**config.mk**
```make
export PLATFORM = sky130hd
export DESIGN_NAME = wildcard_byte_pattern_scan
export DESIGN_NICKNAME = d
export VERILOG_FILES = /design/src/wbps_pkg.sv /design/src/wbps_cell.sv /design/src/wbps_out.sv /design/src/wildcard_byte_pattern_scan.sv
export SDC_FILE = /design/constraint.sdc
export NUM_CORES = 1
export LEC_CHECK = 0
export BUFFER_PORTS_ARGS = -buffer_cell sky130_fd_sc_hd__buf_2
export CORE_AREA = 8 8 218 262
export DETAILED_ROUTE_END_ITERATION = 10
export DIE_AREA = 0 0 226 270
export GPL_TIMING_DRIVEN = 0
export HOLD_SLACK_MARGIN = 0.02
export PLACE_DENSITY = 0.78
export SLEW_MARGIN = 40
export SYNTH_ARGS = -nofsm -noshare
export SYNTH_HDL_FRONTEND = slang
export SYNTH_SLANG_ARGS = --single-unit
```
**constraint.sdc**
```tcl
create_clock -name i_clk -period 21.8 [get_ports i_clk]
set_input_delay 2.18 -clock i_clk [delete_from_list [all_inputs] [get_ports i_clk]]
set_output_delay 2.18 -clock i_clk [all_outputs]
set_load 0.01 [all_outputs]
```
**src/wbps_pkg.sv**
```systemverilog
// Shared types and constants for the wildcard byte pattern scanner.
`default_nettype none
package wbps_pkg;

    localparam int unsigned LEN_W   = 6;
    localparam int unsigned OP_W    = 2;
    localparam int unsigned IDX_W   = 5;
    localparam int unsigned BYTE_W  = 8;
    localparam int unsigned START_W = 32;

    typedef enum logic [OP_W-1:0] {
        OP_WRITE   = 2'd0,
        OP_SCAN    = 2'd1,
        OP_RESTART = 2'd2
    } t_op;

    // Per-cycle control broadcast to every cell of the row.
    typedef struct packed {
        logic scan;
        logic rotate;
        logic wr;
    } t_cell_ctl;

endpackage
`default_nettype wire

```
**src/wbps_cell.sv**
```systemverilog
// One scanner cell: a window byte, a pattern ring entry and its compare.
`default_nettype none
module wbps_cell #(
    parameter int unsigned IDX = 0,
    parameter int unsigned AW  = 5
) (
    input  logic                         i_clk,
    input  logic                         i_rst_n,
    input  wbps_pkg::t_cell_ctl          i_ctl,
    input  logic [AW-1:0]                i_wr_addr,
    input  logic [wbps_pkg::BYTE_W-1:0]  i_pat_byte,
    input  logic                         i_pat_care,
    input  logic [wbps_pkg::LEN_W-1:0]   i_len,
    input  logic [wbps_pkg::BYTE_W-1:0]  i_win_in,
    input  logic [wbps_pkg::BYTE_W-1:0]  i_ring_byte_in,
    input  logic                         i_ring_care_in,
    output logic [wbps_pkg::BYTE_W-1:0]  o_win,
    output logic [wbps_pkg::BYTE_W-1:0]  o_ring_byte,
    output logic                         o_ring_care,
    output logic                         o_hit
);
    import wbps_pkg::*;

    logic [BYTE_W-1:0] r_win;
    logic [BYTE_W-1:0] n_win;
    logic [BYTE_W-1:0] r_byte;
    logic [BYTE_W-1:0] n_byte;
    logic              r_care;
    logic              n_care;
    logic              sel;
    logic              in_use;

    assign sel    = i_ctl.wr && (i_wr_addr == AW'(IDX));
    // position takes part only below the pattern length
    assign in_use = {{(32-LEN_W){1'b0}}, i_len} > 32'(IDX);

    always_comb begin
        n_win  = i_ctl.scan ? i_win_in : r_win;
        n_byte = r_byte;
        n_care = r_care;
        if (i_ctl.rotate) begin
            n_byte = i_ring_byte_in;
            n_care = i_ring_care_in;
        end else if (sel) begin
            n_byte = i_pat_byte;
            n_care = i_pat_care;
        end
    end

    always_ff @(posedge i_clk) begin
        r_win  <= n_win;
        r_byte <= n_byte;
    end

    always_ff @(posedge i_clk) begin
        if (!i_rst_n) begin
            r_care <= 1'b0;
        end else begin
            r_care <= n_care;
        end
    end

    // compare against the byte entering this window position
    assign o_hit       = !in_use || !r_care || (r_byte == i_win_in);
    assign o_win       = r_win;
    assign o_ring_byte = r_byte;
    assign o_ring_care = r_care;

endmodule
`default_nettype wire

```
**src/wbps_out.sv**
```systemverilog
// Two-word output queue: result register plus skid register.
`default_nettype none
module wbps_out #(
    parameter int unsigned W = 32
) (
    input  logic         i_clk,
    input  logic         i_rst_n,
    input  logic         i_push,
    input  logic [W-1:0] i_data,
    input  logic         i_ready,
    output logic         o_valid,
    output logic [W-1:0] o_data,
    output logic         o_full
);
    import wbps_pkg::*;

    logic         r_out_v;
    logic         n_out_v;
    logic [W-1:0] r_out;
    logic [W-1:0] n_out;
    logic         r_skid_v;
    logic         n_skid_v;
    logic [W-1:0] r_skid;
    logic [W-1:0] n_skid;
    logic         pop;

    assign pop = r_out_v && i_ready;

    always_comb begin
        n_out_v  = r_out_v;
        n_out    = r_out;
        n_skid_v = r_skid_v;
        n_skid   = r_skid;
        if (pop) begin
            if (r_skid_v) begin
                n_out    = r_skid;
                n_skid_v = i_push;
                n_skid   = i_data;
            end else begin
                n_out_v = i_push;
                n_out   = i_data;
            end
        end else if (!r_out_v) begin
            n_out_v = i_push;
            n_out   = i_data;
        end else if (i_push) begin
            n_skid_v = 1'b1;
            n_skid   = i_data;
        end
    end

    always_ff @(posedge i_clk) begin
        if (!i_rst_n) begin
            r_out_v  <= 1'b0;
            r_skid_v <= 1'b0;
        end else begin
            r_out_v  <= n_out_v;
            r_skid_v <= n_skid_v;
        end
    end

    always_ff @(posedge i_clk) begin
        r_out  <= n_out;
        r_skid <= n_skid;
    end

    assign o_valid = r_out_v;
    assign o_data  = r_out;
    assign o_full  = r_skid_v;

endmodule
`default_nettype wire

```
**src/wildcard_byte_pattern_scan.sv**
```systemverilog
// Top level: wildcard byte pattern scanner built as a row of cells.
//
//  channel   direction  handshake                     payload
//  in        sink       i_in_valid / o_in_ready       i_op, i_pattern_index, i_pattern_byte,
//                                                     i_pattern_care, i_code_byte
//  out       source     o_out_valid / i_out_ready     o_match_start
//  cfg       sink       i_cfg_valid / o_cfg_ready     i_cfg_pattern_length
//
// One word per cycle while o_in_ready is high; a match word is registered in the output
// register, or in the skid register while that one holds a word. All window positions are
// compared in parallel, one cell each. The pattern sits in a ring across the cells; after a
// length write the ring rotates one cell per cycle until aligned, with the input held off.
// A two-word output queue lets scanning go on while a match waits.
// Reset is synchronous: counters, care bits, length and queue flags clear.
`default_nettype none
module wildcard_byte_pattern_scan #(
    parameter int unsigned MAX_PATTERN   = 32,
    parameter int unsigned POSITION_BITS = 32
) (
    input  logic                          i_clk,
    input  logic                          i_rst_n,
    input  logic                          i_in_valid,
    output logic                          o_in_ready,
    input  logic [wbps_pkg::OP_W-1:0]     i_op,
    input  logic [wbps_pkg::IDX_W-1:0]    i_pattern_index,
    input  logic [wbps_pkg::BYTE_W-1:0]   i_pattern_byte,
    input  logic                          i_pattern_care,
    input  logic [wbps_pkg::BYTE_W-1:0]   i_code_byte,
    output logic                          o_out_valid,
    input  logic                          i_out_ready,
    output logic [wbps_pkg::START_W-1:0]  o_match_start,
    input  logic                          i_cfg_valid,
    output logic                          o_cfg_ready,
    input  logic [wbps_pkg::LEN_W-1:0]    i_cfg_pattern_length
);
    import wbps_pkg::*;

    localparam int unsigned AW = (MAX_PATTERN > 1) ? $clog2(MAX_PATTERN) : 1;
    localparam int unsigned DW = ((AW > IDX_W) ? AW : IDX_W) + 1;
    localparam int unsigned PB = POSITION_BITS;
    localparam int unsigned SW = (PB > START_W) ? PB : START_W;

    logic [LEN_W-1:0]  r_len;
    logic [LEN_W-1:0]  n_len;
    logic [AW-1:0]     r_off;
    logic [AW-1:0]     n_off;
    logic [AW-1:0]     off_inc;
    logic [PB-1:0]     r_seen;
    logic [PB-1:0]     n_seen;
    logic [PB-1:0]     seen_inc;
    logic [PB-1:0]     len_pb;
    logic [PB-1:0]     start_pb;
    logic [SW-1:0]     start_x;
    logic [31:0]       len32;
    logic [31:0]       off32;
    logic [DW-1:0]     wr_diff;
    logic [AW-1:0]     wr_addr;
    logic              idx_ok;
    logic              len_ok;
    logic              aligned;
    logic              accept;
    logic              cfg_acc;
    logic              q_full;
    logic              push;
    logic              enough;
    t_cell_ctl         ctl;

    logic [BYTE_W-1:0]      win      [MAX_PATTERN];
    logic [BYTE_W-1:0]      ring_b   [MAX_PATTERN];
    logic                   ring_c   [MAX_PATTERN];
    logic [MAX_PATTERN-1:0] hits;

    assign len32   = {{(32-LEN_W){1'b0}}, r_len};
    assign off32   = {{(32-AW){1'b0}}, r_off};
    assign len_ok  = (r_len != '0) && (len32 <= 32'(MAX_PATTERN));
    // ring cell w holds pattern position (off - w) mod MAX_PATTERN
    assign aligned = !len_ok || (off32 == len32 - 32'd1);
    assign off_inc = (r_off == AW'(MAX_PATTERN - 1)) ? '0 : r_off + AW'(1);

    assign o_in_ready  = aligned && !q_full;
    assign o_cfg_ready = 1'b1;
    assign accept      = i_in_valid && o_in_ready;
    assign cfg_acc     = i_cfg_valid && o_cfg_ready;

    assign idx_ok  = {{(32-IDX_W){1'b0}}, i_pattern_index} < 32'(MAX_PATTERN);
    assign wr_diff = DW'(r_off) - DW'(i_pattern_index);
    assign wr_addr = wr_diff[DW-1] ? AW'(wr_diff + DW'(MAX_PATTERN)) : AW'(wr_diff);

    always_comb begin
        ctl.scan   = 1'b0;
        ctl.wr     = 1'b0;
        ctl.rotate = !aligned;
        if (accept) begin
            unique case (i_op)
                OP_WRITE: ctl.wr   = idx_ok;
                OP_SCAN:  ctl.scan = 1'b1;
                default:  ;
            endcase
        end
    end

    assign seen_inc = (&r_seen) ? r_seen : r_seen + PB'(1);
    assign len_pb   = {{(PB-LEN_W){1'b0}}, r_len};
    assign enough   = seen_inc >= len_pb;
    assign start_pb = seen_inc - len_pb;
    assign start_x  = SW'(start_pb);
    assign push     = ctl.scan && len_ok && enough && (&hits);

    always_comb begin
        n_len  = cfg_acc ? i_cfg_pattern_length : r_len;
        n_off  = aligned ? r_off : off_inc;
        n_seen = r_seen;
        if (ctl.scan) begin
            n_seen = seen_inc;
        end else if (accept && (i_op == OP_RESTART)) begin
            n_seen = '0;
        end
    end

    always_ff @(posedge i_clk) begin
        if (!i_rst_n) begin
            r_len  <= '0;
            r_off  <= '0;
            r_seen <= '0;
        end else begin
            r_len  <= n_len;
            r_off  <= n_off;
            r_seen <= n_seen;
        end
    end

    for (genvar w = 0; w < MAX_PATTERN; w++) begin : g_cell
        logic [BYTE_W-1:0] win_in;
        logic [BYTE_W-1:0] rb_in;
        logic              rc_in;

        if (w == 0) begin : g_head
            assign win_in = i_code_byte;
            assign rb_in  = ring_b[MAX_PATTERN-1];
            assign rc_in  = ring_c[MAX_PATTERN-1];
        end else begin : g_body
            assign win_in = win[w-1];
            assign rb_in  = ring_b[w-1];
            assign rc_in  = ring_c[w-1];
        end

        wbps_cell #(
            .IDX (w),
            .AW  (AW)
        ) u_cell (
            .i_clk          (i_clk),
            .i_rst_n        (i_rst_n),
            .i_ctl          (ctl),
            .i_wr_addr      (wr_addr),
            .i_pat_byte     (i_pattern_byte),
            .i_pat_care     (i_pattern_care),
            .i_len          (r_len),
            .i_win_in       (win_in),
            .i_ring_byte_in (rb_in),
            .i_ring_care_in (rc_in),
            .o_win          (win[w]),
            .o_ring_byte    (ring_b[w]),
            .o_ring_care    (ring_c[w]),
            .o_hit          (hits[w])
        );
    end

    wbps_out #(
        .W (START_W)
    ) u_out (
        .i_clk   (i_clk),
        .i_rst_n (i_rst_n),
        .i_push  (push),
        .i_data  (start_x[START_W-1:0]),
        .i_ready (i_out_ready),
        .o_valid (o_out_valid),
        .o_data  (o_match_start),
        .o_full  (q_full)
    );

    // a scanned byte always leaves a nonzero count
    a_seen_after_scan: assert property (@(posedge i_clk) disable iff (!i_rst_n)
        ctl.scan |=> (r_seen != '0))
        else $error("byte count zero after scan");

    a_restart_clears: assert property (@(posedge i_clk) disable iff (!i_rst_n)
        (accept && (i_op == OP_RESTART)) |=> (r_seen == '0))
        else $error("restart did not clear count");

    // ring advances one cell per cycle while misaligned
    a_ring_step: assert property (@(posedge i_clk) disable iff (!i_rst_n)
        !aligned |=> (r_off == (($past(r_off) == AW'(MAX_PATTERN - 1)) ? '0
                                : $past(r_off) + AW'(1))))
        else $error("pattern ring failed to advance");

    // nothing is written into the ring while it rotates
    a_no_write_rotate: assert property (@(posedge i_clk) disable iff (!i_rst_n)
        ctl.rotate |-> !ctl.wr && !ctl.scan)
        else $error("item taken during ring rotation");

endmodule
`default_nettype wire
```
* Word level (Yosys, flattened, before mapping)
Cells that the tools add are included.
** Operators by class
- Add/subtract/negate cells :: 6
- Magnitude comparators :: 34
- Eq/ne operators :: 102
- Multiplexer cells :: 151
- Reductions and logical operators :: 181
** Operators by type and width (count)
- 2-to-1 mux 8 bit :: 64
- 2-to-1 mux 32 bit :: 10
- == test 8 bit :: 32
- greater-than comparator 6 x 5 -> 1 bit, second input constant :: 16
- == test 5 bit, second input constant :: 17
- 2-to-1 mux 1 bit :: 75
- logical NOT 1 bit :: 66
- inequality test 2 x 1 -> 1 bit, second input constant :: 33
- logical OR 1 bit :: 65
- AND reduction 32 bit :: 2
- greater-than comparator 6 x 4 -> 1 bit, second input constant :: 8
- == test 5 x 4 -> 1 bit, second input constant :: 8
- logical AND 1 bit :: 40
- adder 32 x 1 -> 32 bit, second input constant :: 1
- == test 5 x 32 -> 1 bit :: 1
- greater-or-equal comparator 32 x 6 -> 1 bit :: 1
- subtractor 32 x 6 -> 32 bit :: 1
- greater-than comparator 6 x 3 -> 1 bit, second input constant :: 4
- == test 5 x 3 -> 1 bit, second input constant :: 4
- greater-than comparator 6 x 1 -> 1 bit, second input constant :: 2
- greater-than comparator 6 x 2 -> 1 bit, second input constant :: 2
- adder 5 x 1 -> 5 bit, second input constant :: 2
- == test 5 x 2 -> 1 bit, second input constant :: 2
- 2-to-1 mux 5 bit :: 2
- other kinds (13) :: 16
** Storage, ports and cells
- Bits in registers :: 645
- Bits of input ports :: 35
- Output and inout bits :: 35
- Logic and storage cells :: 576

* Depth between registers and ports, before layout
Gate-level depths: netlist of the first run.
- Depth in word-level cells :: 13
- Depth in mapped cells :: 18
- Depth with buffers taken out :: 16

* By module
Synthesis of the first run repeated with hierarchy kept, for this count alone.
** Second synthesis, totals
- Cells, all modules :: 2132
- Area, all modules :: 31032.3 um2
** Modules (own cells, without submodules)
- wildcard_byte_pattern_scan :: times used 1, cells an instance 513, area each 4142.7 um2
- wbps_out :: times used 1, cells an instance 112, area each 2552.4 um2
- wbps_cell (g_cell[2].u_cell ...) :: times used 2, cells an instance 48, area each 769.5 um2
- wbps_cell (g_cell[16].u_cell ...) :: times used 2, cells an instance 46, area each 763.2 um2
- wbps_cell (g_cell[22].u_cell ...) :: times used 2, cells an instance 48, area each 755.7 um2
- wbps_cell (g_cell[25].u_cell ...) :: times used 2, cells an instance 46, area each 753.2 um2
- wbps_cell (g_cell[14].u_cell) :: times used 1, cells an instance 49, area each 783.3 um2
- wbps_cell (g_cell[13].u_cell) :: times used 1, cells an instance 47, area each 779.5 um2
- wbps_cell (g_cell[11].u_cell) :: times used 1, cells an instance 47, area each 778.2 um2
- wbps_cell (g_cell[7].u_cell) :: times used 1, cells an instance 47, area each 775.7 um2
- wbps_cell (g_cell[8].u_cell) :: times used 1, cells an instance 48, area each 770.7 um2
- wbps_cell (g_cell[18].u_cell) :: times used 1, cells an instance 47, area each 768.2 um2
- wbps_cell (g_cell[20].u_cell) :: times used 1, cells an instance 48, area each 768.2 um2
- wbps_cell (g_cell[0].u_cell) :: times used 1, cells an instance 48, area each 767.0 um2
- +16 rows

* Worst setup path after synthesis of the first run
No wires, ideal clock.
- Kind :: in2reg
- Start point :: input i_in_valid
- End point :: register r_seen[24]
- Setup time :: 0.092 ns
- Arrival :: 10.577 ns
- Path slack :: 11.131 ns
- Cell stages on the path :: 8
- Path through :: nand2b_1 nor2_1 nand3_1 inv_1 clkbuf_1 buf_1 a22oi_1 nor2_1
** RTL lines
- start: declaration :: line wildcard_byte_pattern_scan.sv:22 : input logic i_in_valid,
- end signal: assignment :: line wildcard_byte_pattern_scan.sv:128 : r_seen <= n_seen;
- end: declaration :: line wildcard_byte_pattern_scan.sv:48 : logic [PB-1:0] r_seen;

* Final worst setup path of the first run
- Start point :: register r_len[1]
- End point :: output o_in_ready
** Between the ends
- Word-level cells in the longest chain between the ends :: 5
** RTL lines
- start: declaration :: line wildcard_byte_pattern_scan.sv:43 : logic [LEN_W-1:0] r_len;
- start signal: assignment :: line wildcard_byte_pattern_scan.sv:126 : r_len <= n_len;
- branches (longest 3 deep; another with subtractor 6 x 1 -> 7 bit)
- logical OR 1 bit * :: line wildcard_byte_pattern_scan.sv:77 : assign aligned = !len_ok || (off32 == len32 - 32'd1);
- logical AND 1 bit * :: line wildcard_byte_pattern_scan.sv:80 : assign o_in_ready = aligned && !q_full;
- end: declaration :: line wildcard_byte_pattern_scan.sv:23 : output logic o_in_ready,
Mark *: on every way between the ends.

==> results of run 1 <==
## cell type report
type,instances,share of cell area [%]
Clock inverter,42,1.562
Timing Repair Buffer,80,2.028
Buffer,123,1.516
Multi-Input combinational cell,1649,29.70
Clock buffer,70,4.898
Tap cell,712,2.746
Sequential cell,645,57.32
Inverter,20,0.2314
## flip-flops by register name (all words and copies together) (netlist names)
signal	count
u_out.r_skid	32
u_out.o_valid	1
u_out.o_full	1
g_cell.u_cell.o_ring_care	32
g_cell.u_cell.o_ring_byte	256
u_out.o_data	32
r_len	6
r_off	5
r_seen	32
g_cell.u_cell.o_win	248
## metal layers
layer	global-route usage (%)	routed length, um
met4	11.83	3854
met3	4.127	5691
met1	29.17	28120
met2	43.61	39030
met5	0	13
## cell families after synthesis
group	after synthesis	share of synthesized area, %
buffers and inverters	143	1.954
multiplexers	35	1.301
other	1	0.01304
flip-flops	645	64.67
AND/OR/NAND/NOR	1069	16.31
XOR/XNOR	319	9.742
adder cells (fa/ha/maj)	18	0.8354
AO/OA/AOI/OAI	207	5.173
## report_power, final
part / switching, uW / internal, uW
sequential: 129 / 1580
combinational: 363 / 207
clock: 465 / 652
## cell usage in the layout (no fill, tap or decap), types with 6 or more instances in the layout
cell and count:
xor2_1 42, a22oi_1 13, clkbuf_1 102, and2_1 7
and3_1 11, a21oi_1 45, or3_1 9, mux2i_1 18
nand3_1 44, a21o_1 12, a211oi_1 13, or4_1 6
nand2_1 698, nor3_2 6, a31oi_1 9, buf_2 79
buf_1 8, edfxtp_1 568, clkinv_2 11, a311oi_1 24
inv_1 19, o21ai_0 27, buf_16 9, clkbuf_16 60
ha_1 16, nor3_1 18, xnor2_1 276, clkinv_1 13
and4_1 9, bufinv_16 11, dfxtp_1 77, nor4_1 12
mux2_2 15, nand4_1 87, nor2_1 128, o221ai_1 15
o211ai_1 10
## how the worst max path moves through the flow
stage | start | endpoint | cells after the start
after CTS | r_len[1] | o_in_ready | 12
after global routing | r_len[1] | o_in_ready | 12
after detailed placement | i_code_byte[0] | u_out.r_skid[30] | 11
final | r_len[1] | o_in_ready | 12
after floorplan | i_in_valid | r_seen[24] | 8
after global placement | r_len[1] | r_seen[30] | 14
## per-stage QoR
step	total power, uW	utilization, %	instances	area (um^2)	worst slack, ns
2_1_floorplan	2083	-	2437	28760	11.13
3_3_place_gp	2264	56.63	3216	29980	6.527
3_5_place_dp	2291	57.32	3229	30350	15.95
4_1_cts	3403	61.28	3341	32440	15.30
5_1_grt	3520	61.28	3341	32440	15.04
6_report	3400	61.28	3341	32440	15.22
## worst max-delay path, stage by stage, from the launching register on
cell and delay [ns]:
dfxtp_1 0.43, clkbuf_1 0.51, inv_1 0.24, ha_1 0.29, nor2b_1 0.40, nor3_1 0.08
a21oi_1 0.13, mux2_2 0.18, o31a_1 0.12, clkbuf_1 0.51, clkbuf_1 0.65, nor2_1 0.06
buf_2 0.16
==> impl_metrics.tcl, run 1 <==
set metrics [dict create \
    run_status "finished, final reports clean" \
    hold_removal_path_class "flip-flop to flip-flop" \
    critPathKind "flip-flop to primary output" \
    die_h_um 270 \
    fin_worst_skew_ns 0.02330 \
    grt_start_max_net_pins 35 \
    start_util_pct 54.31 \
    synthToLayoutAreaGrowth_pct 12.83 \
    synthCells 2437 \
    antenna_found_initial 1 \
    worst_setup_hold_path_clk_slew_ns 0.07 \
    worst_ep_required_time_ns 19.62 \
    post_synth_num_cell_types 77 \
    achievable-frequency_mhz 152.0 \
    yosysMostFrequentCell "nand2_1" \
    cts_setup_buffers 0 \
    totalNegativeSetupSlack_ns 0 \
    die_area_um2 61020 \
    layout_worst_path_cycle_share_pct 30.18 \
    timing.reg2reg.worst_path_depth 17 \
    worst_hold_path_cells 0 \
    timing.rr.start "r_len[1]" \
    yosys_register_bits 645 \
    wire_per_inst_um 22.96 \
    worst-r2r-setup-slack_ns 15.76 \
    groute.usage.overall_pct 24.81 \
    crit_path_end_kind "primary output" \
    h-tree-depth 2 \
    clock_tree.buffer_depth 3 \
    cts_tree "built" \
    drt_pass1_iterations 6 \
    cts-buffers-inserted 60 \
    regToRegEndpoint "g_cell[4].u_cell.o_win[0]" \
    share_of_flip_flops_with_an_asynchronous_set_or_reset_pct 0 \
    hold_viol 0 \
    cellLeakagePower_uw 0.01204 \
    post-route-min-period_ns 6.580 \
    yosys.area.top_type_share_pct 59.31 \
    area_of_combinational_cells_with_multiple_inputs_um2 9635 \
    clkSinkCount 645 \
    overflow 0 \
    antenna_violating_nets_post_route 0 \
    arrival_ns 4.40 \
    timing.max_cap.violations 0 \
    synth_top_cells_by_count "nand2_1 (698), edfxtp_1 (568), xnor2_1 (276)" \
    fin_nets 2632 \
    detailed_place_hpwl_um 55790 \
    routed-via-count 19840 \
    rows 93 \
    timing_worst_slew_pin_value_ns 0.9374 \
    antenna_cells_inserted 0 \
    routabilityCongestion 0.9763 \
    average_cell_area_after_synthesis_um2 11.80 \
    postCtsResizedCells 0 \
    routed_wl_um 76720 \
    fin_worst_hold_slack_ns 0.4652 \
    coreArea_um2 52940 \
    route.detailed.drc 0 \
    worst_ir_drop_vdd_mv 0.08184 \
    yosys_warnings 0 \
    hp-start "g_cell[10].u_cell.o_win[3]" \
    post_synthesis_net_count 2490 \
    critical_path.startpoint_type "flip-flop" \
    number_of_global_route_vias_before_repair 20160 \
    synth_top_cell_by_area "edfxtp_1" \
    pin_count 70 \
    seq_area_frac_synth_pct 64.67 \
    power-per-cell-area_nw_per_um2 104.8 \
    post_synth_main_area_contributors "edfxtp_1 (59%), nand2_1 (9.1%), xnor2_1 (8.4%)" \
    cts-hold-fix-buffers 0 \
    synth-edff-count 568 \
    worst_hold_path.endpoint "g_cell[11].u_cell.o_win[3]" \
    register_area_um2 18600 \
    setup_violations 0 \
    buffer_ports.inserted 67 \
    drv_slew 0 \
    slew_headroom_pct 36.93 \
    clk-insertion-delay-late_ns 0.63 \
    rsz_0062_raised_after_global_routing "false" \
    synth_ff_type "edfxtp_1" \
    timing.critical_path.fanout_max 10 \
    clockRootBuffer "clkbuf_16" \
    syn_area_um2 28760 \
    drive_above_1_share_pct 8.939 \
    grt_pass1_wl_um 116000 \
    routed_via_density 5.939 \
    filler_cell_count 4014 \
    detail_route.iter0.violations 1951 \
    chipWidth_um 226 \
]
No activity file was read; power rests on OpenSTA's default activity.
==> run 2: changes to the inputs <==
--- a/config.mk
+++ b/config.mk
@@ -5,13 +5,14 @@
 export SDC_FILE = /design/constraint.sdc
 export NUM_CORES = 1
 export LEC_CHECK = 0
+export ABC_AREA = 1
 export BUFFER_PORTS_ARGS = -buffer_cell sky130_fd_sc_hd__buf_2
-export CORE_AREA = 8 8 218 262
+export CORE_AREA = 8 8 223 267
 export DETAILED_ROUTE_END_ITERATION = 10
-export DIE_AREA = 0 0 226 270
+export DIE_AREA = 0 0 231 275
 export GPL_TIMING_DRIVEN = 0
 export HOLD_SLACK_MARGIN = 0.02
-export PLACE_DENSITY = 0.78
+export PLACE_DENSITY = 0.81
 export SLEW_MARGIN = 40
 export SYNTH_ARGS = -nofsm -noshare
 export SYNTH_HDL_FRONTEND = slang
==> constraint.sdc (replaced) <==
create_clock -name i_clk -period 5.75 [get_ports i_clk]
set_input_delay 0.575 -clock i_clk [delete_from_list [all_inputs] [get_ports i_clk]]
set_output_delay 0.575 -clock i_clk [all_outputs]
set_load 0.01 [all_outputs]
==> run 2 against run 1 <==
Die area is 4.1% higher; global-route usage down 1.2 points; combinational power increased to 3.9 times the previous value; sequential share of layout area is 1.6 points lower; first-iteration DRC count is 11% higher; synthesized cell count rose by 24%; area after synthesis rose by 4.4%; highest routed layer is now met4; via count up 9.0%; cell area is 2.8% higher; largest cell class unchanged; worst hold slack worse by 0.34 ns; non-clock buffer count decreased by 21; critical endpoint is now u_out.r_skid[2].
==> impl_metrics.tcl, run 2 <==
set metrics [dict create \
    run_status "finished, final reports clean" \
    slew_headroom_pct 39.32 \
    drive_above_1_share_pct 9.453 \
    detailed_place_hpwl_um 54210 \
    post-route-min-period_ns 5.029 \
    overflow 0 \
    cts_tree "built" \
    synth_top_cells_by_count "nand2_1 (1136), edfxtp_1 (568), inv_1 (209)" \
    route.detailed.drc 0 \
    h-tree-depth 2 \
    post_synthesis_net_count 3080 \
    syn_area_um2 30010 \
    yosys_warnings 0 \
    worst_setup_hold_path_clk_slew_ns 0.06 \
    rsz_0062_raised_after_global_routing "false" \
    critical_path.startpoint_type "flip-flop" \
    clkSinkCount 645 \
    dp_slack_ns 0.5375 \
    leading_cell_type_in_the_layout_fill_and_taps_excluded "nand2_1" \
    clockRootBuffer "clkbuf_16" \
    yosys.area.top_type_share_pct 56.84 \
    largest_register_ffs 256 \
    drv_slew 0 \
    coreArea_um2 55390 \
    chipWidth_um 231 \
    arrival_ns 5.28 \
    routed-via-count 21630 \
    layout.cells.most_common_list "nand2_1 (1134), edfxtp_1 (568), inv_1 (209)" \
    layout_worst_path_cycle_share_pct 87.46 \
    timing.max_cap.violations 0 \
    timing_worst_slew_pin_value_ns 0.9102 \
    yosys_register_bits 645 \
    buffer_ports.inserted 68 \
    power-per-cell-area_nw_per_um2 376.8 \
    post_synth_num_cell_types 42 \
    grt_pass1_wl_um 117900 \
    clk-insertion-delay-late_ns 0.66 \
    totalNegativeSetupSlack_ns 0 \
    crit_path_end_kind "flip-flop" \
    routed_via_density 5.486 \
    synthCells 3028 \
    synth-edff-count 568 \
    average_cell_area_after_synthesis_um2 9.910 \
    antenna_found_initial 0 \
    fin_worst_skew_ns 0.05105 \
    number_of_global_route_vias_before_repair 21490 \
    routed_wl_um 75740 \
    timing.critical_path.fanout_max 32 \
    cts_setup_buffers 0 \
    postCtsResizedCells 0 \
    synth_ff_type "edfxtp_1" \
    synth_top_cell_by_area "edfxtp_1" \
    cts-hold-fix-buffers 0 \
    hold_removal_path_class "primary input to flip-flop" \
    yosysMostFrequentCell "nand2_1" \
    setup_violations 0 \
    placedInstanceArea_um2 31430 \
    worst_ep_required_time_ns 6.01 \
    hold_viol 0 \
    groute.usage.overall_pct 23.63 \
    drt_pass1_iterations 5 \
    critPathKind "flip-flop to flip-flop" \
    final_core_utilization_pct 60.24 \
    cellLeakagePower_uw 0.01346 \
    antenna_cells_inserted 0 \
    seq_area_frac_synth_pct 61.97 \
    start_util_pct 54.18 \
    achievable-frequency_mhz 198.9 \
    clock_tree.buffer_depth 3 \
    fin_nets 3216 \
    grt_start_max_net_pins 72 \
    post_synth_main_area_contributors "edfxtp_1 (57%), nand2_1 (14%), xnor2_1 (6.0%)" \
    detail_route.iter0.violations 2158 \
    wire_per_inst_um 19.21 \
    worst-r2r-setup-slack_ns 0.72 \
    share_of_flip_flops_with_an_asynchronous_set_or_reset_pct 0 \
    layout.cell_area.non_filler_um2 33370 \
    fin_worst_hold_slack_ns 0.1234 \
    die_area_um2 63530 \
    die_h_um 275 \
    antenna_violating_nets_post_route 0 \
    pin_count 70 \
    cts-buffers-inserted 60 \
    routabilityCongestion 0.9729 \
    synthToLayoutAreaGrowth_pct 11.20 \
    layout_setup_ws_ns 0.7213 \
    rows 95 \
    worst_ir_drop_vdd_mv 0.2965 \
]
[run 2: power breakdown]
part           internal (uW)  leakage, uW  switching, uW
combinational            785      0.00645           1450
sequential              5980      0.00609            465
clock                   2110     0.000924           1790
total                   8880       0.0135           3700
[run 2: final cells by class]
cell class	instances	area (um^2)
sequential	645	18600
timing repair buffer	74	465.4
inverter	223	837.1
clock buffer	87	1613
multi-input combinational	2052	10130
clock inverter	27	301.5
tap	727	909.6
fill	4504	22020
buffer	108	515.5
[run 2: kinds of logic (layout without fill, tap and decap cells)]
group / count (synthesis) / in the layout / synth area share (%)
AO/OA/AOI/OAI: 250 / 250 / 4.753
buffers and inverters: 331 / 519 / 4.453
flip-flops: 645 / 645 / 61.97
adder cells (fa/ha/maj): 17 / 17 / 0.7588
AND/OR/NAND/NOR: 1538 / 1538 / 20.82
XOR/XNOR: 246 / 246 / 7.230
other: 1 / 1 / 0.01250
[run 2: path summary, 6_finish.rpt]
| check | cells after the start | endpoint | startpoint |
|---|---|---|---|
| setup / recovery | 20 | u_out.r_skid[2] | r_seen[0] |
| hold / removal | 1 | g_cell[0].u_cell.o_win[1] | i_code_byte[1] |
| setup reg to reg | 20 | u_out.r_skid[2] | r_seen[0] |
| hold reg to reg | 0 | g_cell[6].u_cell.o_win[7] | g_cell[5].u_cell.o_win[7] |
[run 2: through the flow]
step           power [uW]  instances
2_1_floorplan        7941       3028
3_3_place_gp         8601       3823
3_5_place_dp         8719       3828
4_1_cts             12580       3942
5_1_grt             13090       3943
6_report            12570       3943
[run 2: critical path, cell delays in order (launching register included)]
cell	delay (ns)
dfxtp_1	0.47
ha_1	0.35
nand3_2	0.21
inv_2	0.17
nand2_4	0.07
nor2_4	0.25
nand3_1	0.28
or2_2	0.36
nand2_1	0.08
ha_1	0.18
fa_1	0.22
nand3b_1	0.11
nand2_1	0.09
a21oi_1	0.31
nand4_2	0.23
nor2_2	0.15
nand3_1	0.17
nor2_2	0.25
nand2_1	0.15
nand3_1	0.23
nand2_4	0.30
[run 2: per-layer routing]
| layer | vias up | GRT usage, % | wire length (um) |
|---|---|---|---|
| met3 | 127 | 3.527 | 5130 |
| met1 | 10460 | 30.23 | 30860 |
| li1 | 10230 | - | - |
| met5 | - | 0 | 0 |
| met2 | 817 | 40.88 | 37460 |
| met4 | 0 | 7.959 | 2280 |
==> run 3: changes to the inputs <==
--- a/config.mk
+++ b/config.mk
@@ -12,7 +12,7 @@
 export DIE_AREA = 0 0 231 275
 export GPL_TIMING_DRIVEN = 0
 export HOLD_SLACK_MARGIN = 0.02
-export PLACE_DENSITY = 0.81
+export PLACE_DENSITY = 0.78
 export SLEW_MARGIN = 40
 export SYNTH_ARGS = -nofsm -noshare
 export SYNTH_HDL_FRONTEND = slang
==> constraint.sdc (replaced) <==
create_clock -name i_clk -period 6 [get_ports i_clk]
set_input_delay 0.6 -clock i_clk [delete_from_list [all_inputs] [get_ports i_clk]]
set_output_delay 0.6 -clock i_clk [all_outputs]
set_load 0.01 [all_outputs]
==> run 3 against run 2 <==
Critical path depth stayed put; sequential power down 4.2%; die area is the same; largest cell class unchanged; core utilization increased by 0.099 points.
==> impl_metrics.tcl, run 3 (same netlist as run 2, synthesis figures left out) <==
set metrics [dict create \
    run_status "finished, final reports clean" \
    cpPeakStageDelay_ns 0.50 \
    die_area_um2 63530 \
    synthToLayoutAreaGrowth_pct 11.38 \
    chipWidth_um 231 \
    drv_slew 0 \
    timing.critical_path.fanout_max 32 \
    leading_cell_type_in_the_layout_fill_and_taps_excluded "nand2_1" \
    pin_count 70 \
    number_of_global_route_vias_before_repair 21340 \
    routed_via_density 5.441 \
    routabilityCongestion 0.9852 \
    critPathKind "flip-flop to flip-flop" \
    timing.max_cap.violations 0 \
    detailed_place_hpwl_um 53660 \
    antenna_found_initial 1 \
    layout_worst_path_cycle_share_pct 85.57 \
    timing_worst_slew_pin_value_ns 0.8554 \
    setup_violations 0 \
    groute.usage.overall_pct 23.45 \
    design_power_total_uw 12140 \
    grt_pass1_wl_um 117300 \
    post-route-min-period_ns 5.134 \
    slew_headroom_pct 42.98 \
    achievable-frequency_mhz 194.8 \
    antenna_violating_nets_post_route 0 \
    clkSinkCount 645 \
    cts-buffers-inserted 60 \
    buffer_ports.inserted 68 \
    critPathSlowestCell "dfxtp_1" \
    route.detailed.drc 0 \
    start_util_pct 54.18 \
    hold_viol 0 \
    overflow 0 \
    routed-via-count 21440 \
    cts_tree "built" \
    grt_start_max_net_pins 79 \
    crit_path_end_kind "flip-flop" \
    worst_setup_hold_path_clk_slew_ns 0.07 \
    clockRootBuffer "clkbuf_16" \
    clk-insertion-delay-late_ns 0.65 \
    clock_tree.buffer_depth 3 \
    largest_register_ffs 256 \
    worst_ir_drop_vdd_mv 0.3271 \
    cp_top_family "simple AND/OR/NAND/NOR gates" \
    arrival_ns 5.41 \
    fin_nets 3214 \
    layout.cells.most_common_list "nand2_1 (1134), edfxtp_1 (568), inv_1 (209)" \
    critical_path.startpoint_type "flip-flop" \
    path_cells "ha_1, nand3_2, inv_2, nand2_4, nor2_4, nand3_1, or2_2, nand2_1, ha_1, fa_1, nand3b_1, nand2_1, a21oi_1, nand4_2, nor2_2, nand3_1, nor2_2, nand2_1, nand3_1, nand2_4" \
    cts-hold-fix-buffers 0 \
    worst-r2r-setup-slack_ns 0.87 \
    cts_setup_buffers 0 \
    power-per-cell-area_nw_per_um2 363.1 \
    timing.critical_path.buf_inv 1 \
    hold_removal_path_class "primary input to flip-flop" \
    die_h_um 275 \
    routed_wl_um 75140 \
    rsz_0062_raised_after_global_routing "false" \
    coreArea_um2 55390 \
    placedInstanceArea_um2 31420 \
    cellLeakagePower_uw 0.01350 \
    detail_route.iter0.violations 1992 \
    rows 95 \
    layout.cell_area.non_filler_um2 33420 \
    drt_pass1_iterations 5 \
    worst_ep_required_time_ns 6.28 \
    drive_above_1_share_pct 9.465 \
    fin_worst_skew_ns 0.02628 \
    totalNegativeSetupSlack_ns 0 \
    postCtsResizedCells 0 \
    h-tree-depth 2 \
    wire_per_inst_um 19.07 \
]
-- run 3: final timing paths --
kind / startpoint / to / cells past startpoint
worst max-delay path: r_seen[0] / u_out.r_skid[0] / 20
worst min register to register: g_cell[10].u_cell.o_win[4] / g_cell[11].u_cell.o_win[4] / 0
worst max register to register: r_seen[0] / u_out.r_skid[0] / 20
worst min-delay path: i_code_byte[0] / g_cell[0].u_cell.o_win[0] / 1
-- run 3: report_power, final --
part | switching (uW) | internal [uW] | total (uW)
Sequential | 445 | 5730 | 6180
Clock | 1670 | 2150 | 3820
Combinational | 1380 | 752 | 2130
-- run 3: metrics by stage --
stage / cells / hold WS, ns / setup slack, ns / util (%)
final: 3940 / 0.1723 / 0.8659 / 60.34
after global routing: 3939 / 0.1437 / 0.7134 / 60.34
after CTS: 3939 / 0.1472 / 0.6995 / 60.29
after detailed placement: 3827 / 0.4554 / 0.7233 / 56.72
after global placement: 3823 / 0.4454 / -1.476 / 56.43
after floorplan: 3028 / 0.4422 / 0.7948 / -
-- run 3: per-layer routing --
metal | up-vias | routed length, um | track usage, %
li1 | 10220 | - | -
met1 | 10310 | 30470 | 29.67
met2 | 779 | 37120 | 40.54
met3 | 135 | 5288 | 3.950
met4 | 0 | 2262 | 7.993
met5 | - | 0 | 0
-- run 3: area by class of cell --
class	instances	area, um^2
Fill cell	4499	21970
Inverter	223	837.1
Sequential cell	645	18600
Timing Repair Buffer	72	442.9
Buffer	108	519.2
Clock buffer	78	1609
Tap cell	727	909.6
Multi-Input combinational cell	2052	10140
Antenna cell	1	2.502
Clock inverter	34	367.9
-- run 3: worst register-to-register path, stage by stage (launching register included) --
cell	delay (ns)
dfxtp_1	0.50
ha_1	0.41
nand3_2	0.19
inv_2	0.16
nand2_4	0.07
nor2_4	0.25
nand3_1	0.26
or2_2	0.36
nand2_1	0.08
ha_1	0.18
fa_1	0.20
nand3b_1	0.11
nand2_1	0.10
a21oi_1	0.31
nand4_2	0.25
nor2_2	0.16
nand3_1	0.18
nor2_2	0.24
nand2_1	0.15
nand3_1	0.25
nand2_4	0.34
